--- src/hdl/pqads_ram.sv ---
// Generic single-write, single-read RAM with registered read data.
module pqads_ram #(
   parameter int WIDTH = 8,
   parameter int DEPTH = 256
) (
   input  logic                                   clock,
   input  logic                                   wr_en,
   input  logic [(DEPTH > 1 ? $clog2(DEPTH) : 1)-1:0] wr_addr,
   input  logic [WIDTH-1:0]                       wr_data,
   input  logic                                   rd_en,
   input  logic [(DEPTH > 1 ? $clog2(DEPTH) : 1)-1:0] rd_addr,
   output logic [WIDTH-1:0]                       rd_data
);

   logic [WIDTH-1:0] mem [DEPTH];
   logic [WIDTH-1:0] rd_data_ff;

   always_ff @(posedge clock) begin
      if (wr_en) begin
         mem[wr_addr] <= wr_data;
      end
      if (rd_en) begin
         rd_data_ff <= mem[rd_addr];
      end
   end

   assign rd_data = rd_data_ff;

endmodule

--- config.mk ---
export PLATFORM = sky130hd
export DESIGN_NAME = pqads_ram
export DESIGN_NICKNAME = d
export VERILOG_FILES = /design/src/hdl/pqads_ram.sv
export SDC_FILE = /design/constraint.sdc
export NUM_CORES = 2
export LEC_CHECK = 0
export ABC_AREA = 0
export BUFFER_PORTS_ARGS = -buffer_cell sky130_fd_sc_hd__buf_2
export CAP_MARGIN = 20
export CORE_MARGIN = 2
export CORE_UTILIZATION = 50
export DETAILED_ROUTE_END_ITERATION = 16
export PLACE_DENSITY_LB_ADDON = 0.05
export SYNTH_ARGS = -nofsm -noshare
export SYNTH_HDL_FRONTEND = slang
export SYNTH_SLANG_ARGS = --single-unit
export TNS_END_PERCENT = 50
--- constraint.sdc ---
create_clock -name clock -period 5.4 [get_ports clock]
set_input_delay 0 -clock clock [delete_from_list [all_inputs] [get_ports clock]]
set_output_delay 0 -clock clock [all_outputs]
set_load 0.01 [all_outputs]
# Word-level counts from Yosys, hierarchy flattened
# Memory sizes are Yosys's and may differ from the RTL's. A register that Yosys moved wholly into a read port is not among the register bits.
# Cells that the tools add are included.
# totals
input_bits,27
mem_bits_rw,2048
reg_bits,0
out_inout_bits,8
latchBits,0
memories,1
elab_cells,3
mem_bits_ro,0
# mem_list
name,words,word_bits,read_ports,rd_ports_with_merged_regs,wr,line,text
mem,256,8,1,1,1,15,logic [WIDTH-1:0] mem [DEPTH];
# op_classes
n_reduce_logical,0
div,0
n_eq_ne,0
shift,0
bitwise,0
magnitude_cmp,0
n_mul,0
n_mux,2
addsub,0
# ops
op,n
$mux W1,2

# Logic depth before layout (Yosys ltp)
# depth
depth_word,2
mapped_depth,11

# Worst setup path before layout
# No wires, ideal clock.
# synth_timing
path_kind,input -> register
start,in rd_addr[0] (netlist bit)
end,"reg rd_data_ff[2] (netlist: rd_data[2]) (read register of mem), data pin"
setup_slack_ns,3.324
required_time_ns,5.131
t_arrival_ns,1.807
stages,9
path_cell_list,buf_6 -> buf_12 -> buf_8 -> buf_2 -> mux4_2 -> a22oi_1 -> a21oi_1 -> nor4_1 -> nor4_2
# synth_lines
item,line,text
start: declaration,11,"input logic [(DEPTH > 1 ? $clog2(DEPTH) : 1)-1:0] rd_addr,"
end: declaration,16,logic [WIDTH-1:0] rd_data_ff;

# Worst setup path in the final report
# layout_timing
start,in wr_addr[0] (netlist bit)
end,mem mem[81][7] (enable)
# layout_lines
item,line,text
start: declaration,8,"input logic [(DEPTH > 1 ? $clog2(DEPTH) : 1)-1:0] wr_addr,"
end: declaration,15,
# Straight into the memory's write port.

==> impl_metrics.json <==
{
  "cts_tree": "yes",
  "place_hpwl_um": 130000,
  "antenna_found_initial": 15,
  "synth_fa_ha_area_frac": 0,
  "wl_um": 210000,
  "coreArea_um2": 158000,
  "post_cts_buffers": 0,
  "timing.final.max_slew_violations": 0,
  "worstRegToRegCells": 6,
  "critPathArrivalTime_ns": 3.65,
  "grt_max_degree": 193,
  "cts.sinks": 2056,
  "layout_min_cycle_time_ns": 3.21,
  "cts.path.max_buffers": 3,
  "synth_top_flop_cell": "edfxtp_1",
  "p_per_area_nw_per_um2": 370,
  "drtIter0Drc": 4872,
  "finalSetupViolations": 0,
  "die_x_um": 403,
  "path_clk_slew_ns": 0.06,
  "io_buffers": 34,
  "syn2layout_area_growth_pct": 11.5,
  "fin_setup_tns_ns": 0,
  "crit_fanout": 14,
  "reg2reg_to": "rd_data[6]",
  "reg2reg_from": "mem[50][6]",
  "die_area_um2": 162000,
  "syn-instance-count": 3733,
  "max_cap_violations": 0,
  "grt.total_usage": 0.261,
  "endpoint": "mem[81][7]",
  "synth_xor_area_frac": 0,
  "wire_per_inst_um": 34.4,
  "cts_max_level": 4,
  "fillCellCount": 11734,
  "grt-ovfl-total": 0,
  "max_freq_mhz": 312,
  "grt_pass1_wl_um": 298000,
  "cp-end-kind": "flop",
  "worst-r2r-setup-slack_ns": 2.46,
  "required_ns": 5.84,
  "vias": 39133,
  "firstDrtPassIters": 8,
  "drc_errors": 0,
  "fin_util": 0.561,
  "cts_root_buf": "clkbuf_16",
  "synth_edf_count": 2056,
  "drive_gt1_frac": 0.227,
  "ant_nets": 0,
  "clock_skew_ns": 0.0236,
  "tightest_slew_ns": 1.22,
  "path_class": "primary input to flop",
  "synth_compound_area_frac": 0.0342,
  "gp_congestion": 0.830,
  "vdd_drop_max_mv": 0.346,
  "min_path_type": "primary input to flop",
  "synth_top_family_by_area": "multiplexers",
  "async_flop_share": 0,
  "hold_violations": 0,
  "avgSynthCellArea_um2": 21.3,
  "grt_setup_unrepaired": "no",
  "synth_area_um2": 79600,
  "ios": 35,
  "leakagePower_nw": 27.3,
  "critPathLaunchType": "primary input",
  "yosys_warnings": 0,
  "synthSimpleGateAreaFrac": 0.0263,
  "status": "finished, final reports clean",
  "post-route-period-util": 0.594,
  "start_util": 0.503,
  "vias_per_cell": 6.39,
  "ys_ff_latch": 2056,
  "die_y_um": 403,
  "synth_cell_type_count": 54,
  "startpoint": "wr_addr[0]",
  "yosysSeqAreaShare": 0.775,
  "synthMuxAreaShare": 0.146,
  "slew_headroom": 0.185,
  "clkLatencyLatePin_ns": 0.84,
  "rows": 146,
  "synth_fp_nets": 3760,
  "cts_made_buffers": 206,
  "first_global_vias": 39646,
  "final_nets": 3898
}
## worst max-delay path: stages
cell	delay, ns
dlygate4sd3_1	0.55
buf_2	0.22
nor2b_1	0.59
nand3_2	1.06
nor2_1	1.20
## sequential cells by signal, indices dropped and copies added, names as in the netlist
register,flops
rd_data,8
mem,2048
## metrics by stage
step | setup slack (ns) | hold WS, ns | area (um^2) | cells | power [mW]
floorplan | 3.32 | 0.0989 | 79600 | 3733 | 18.8
global placement | 1.38 | 0.520 | 82200 | 5706 | 19.6
detailed placement | 1.36 | 0.524 | 82200 | 5711 | 19.6
CTS | 2.21 | 0.112 | 88700 | 6107 | 33.0
global route | 2.14 | 0.170 | 88800 | 6117 | 33.7
finish | 2.19 | 0.200 | 88800 | 6122 | 32.8
## cell families (layout without fill, tap and decap cells)
| group | after synthesis | after routing |
|---|---|---|
| flip-flops | 2056 | 2056 |
| multiplexers | 591 | 591 |
| AND/OR/NAND/NOR | 466 | 466 |
| AO/OA/AOI/OAI | 385 | 385 |
| buffers and inverters | 235 | 547 |
| other | 0 | 5 |
## final cells by class
cell class | count | area, um^2 | share of cell area
inverters | 2 | 7.51 | 0.0000845
well taps | 2072 | 2590 | 0.0292
repair buffers | 163 | 1560 | 0.0176
clock inverters | 136 | 1020 | 0.0115
multi-input cells | 1442 | 16500 | 0.186
diodes | 5 | 12.5 | 0.000141
clock buffers | 246 | 5350 | 0.0602
flip-flops and latches | 2056 | 61700 | 0.695
## power breakdown
part	internal [mW]	switching [mW]
registers	17.6	0.0281
logic	0.543	1.09
clock network	7.58	5.97
total	25.7	7.09
## cells in the mapped netlist, types with 13 or more instances
cell | count | share of area
nor4_1 | 24 | 0.0019
mux2i_1 | 134 | 0.017
buf_4 | 27 | 0.0025
nor3_1 | 22 | 0.0014
a22oi_1 | 133 | 0.013
nand3_1 | 34 | 0.0021
a221oi_1 | 13 | 0.0014
buf_6 | 21 | 0.0030
edfxtp_1 | 2056 | 0.78
mux4_2 | 454 | 0.13
a211oi_1 | 16 | 0.0015
clkbuf_1 | 111 | 0.0052
buf_2 | 31 | 0.0019
nor2_1 | 282 | 0.013
o22ai_1 | 28 | 0.0022
nor2b_1 | 31 | 0.0024
nand2_1 | 33 | 0.0016
o221ai_1 | 46 | 0.0051
a21oi_1 | 96 | 0.0060
buf_8 | 13 | 0.0025
buf_1 | 22 | 0.0010
## worst min path at each step
stage / cells after the start / slack [ns] / start / end
floorplan: 0 / 0.1 / wr_data[0] / mem[0][0]
global placement: 1 / 0.52 / rd_en / rd_data[5]
detailed placement: 1 / 0.52 / rd_en / rd_data[5]
CTS: 4 / 0.11 / wr_addr[4] / mem[255][4]
global route: 5 / 0.17 / rd_addr[6] / rd_data[3]
finish: 4 / 0.20 / wr_addr[4] / mem[252][6]
## per-layer routing
metal  share of wire  routed length (um)  vias up  track usage
li1                -                   -    16030            -
met1            0.41               86400    21030        0.374
met2            0.49              102000     1771        0.418
met3           0.078               16400      296       0.0457
met4           0.025                5250        6       0.0723
met5         0.00020                  43        -            0
## cell usage in the layout (no fill, tap or decap), types with 46 or more instances in the layout
master     count
o221ai_1      46
buf_4         82
edfxtp_1    2056
nor2_1       279
mux4_2       454
a22oi_1      133
mux2i_1      134
clkbuf_16    208
clkinv_1      56
a21oi_1       96
## what timing repair did
action | in CTS | in global routing
gates resized for setup | 0 | 0
hold endpoints to repair | 821 | 0
hold buffers | 14 | 0
Power figures use the tool's default switching activity.
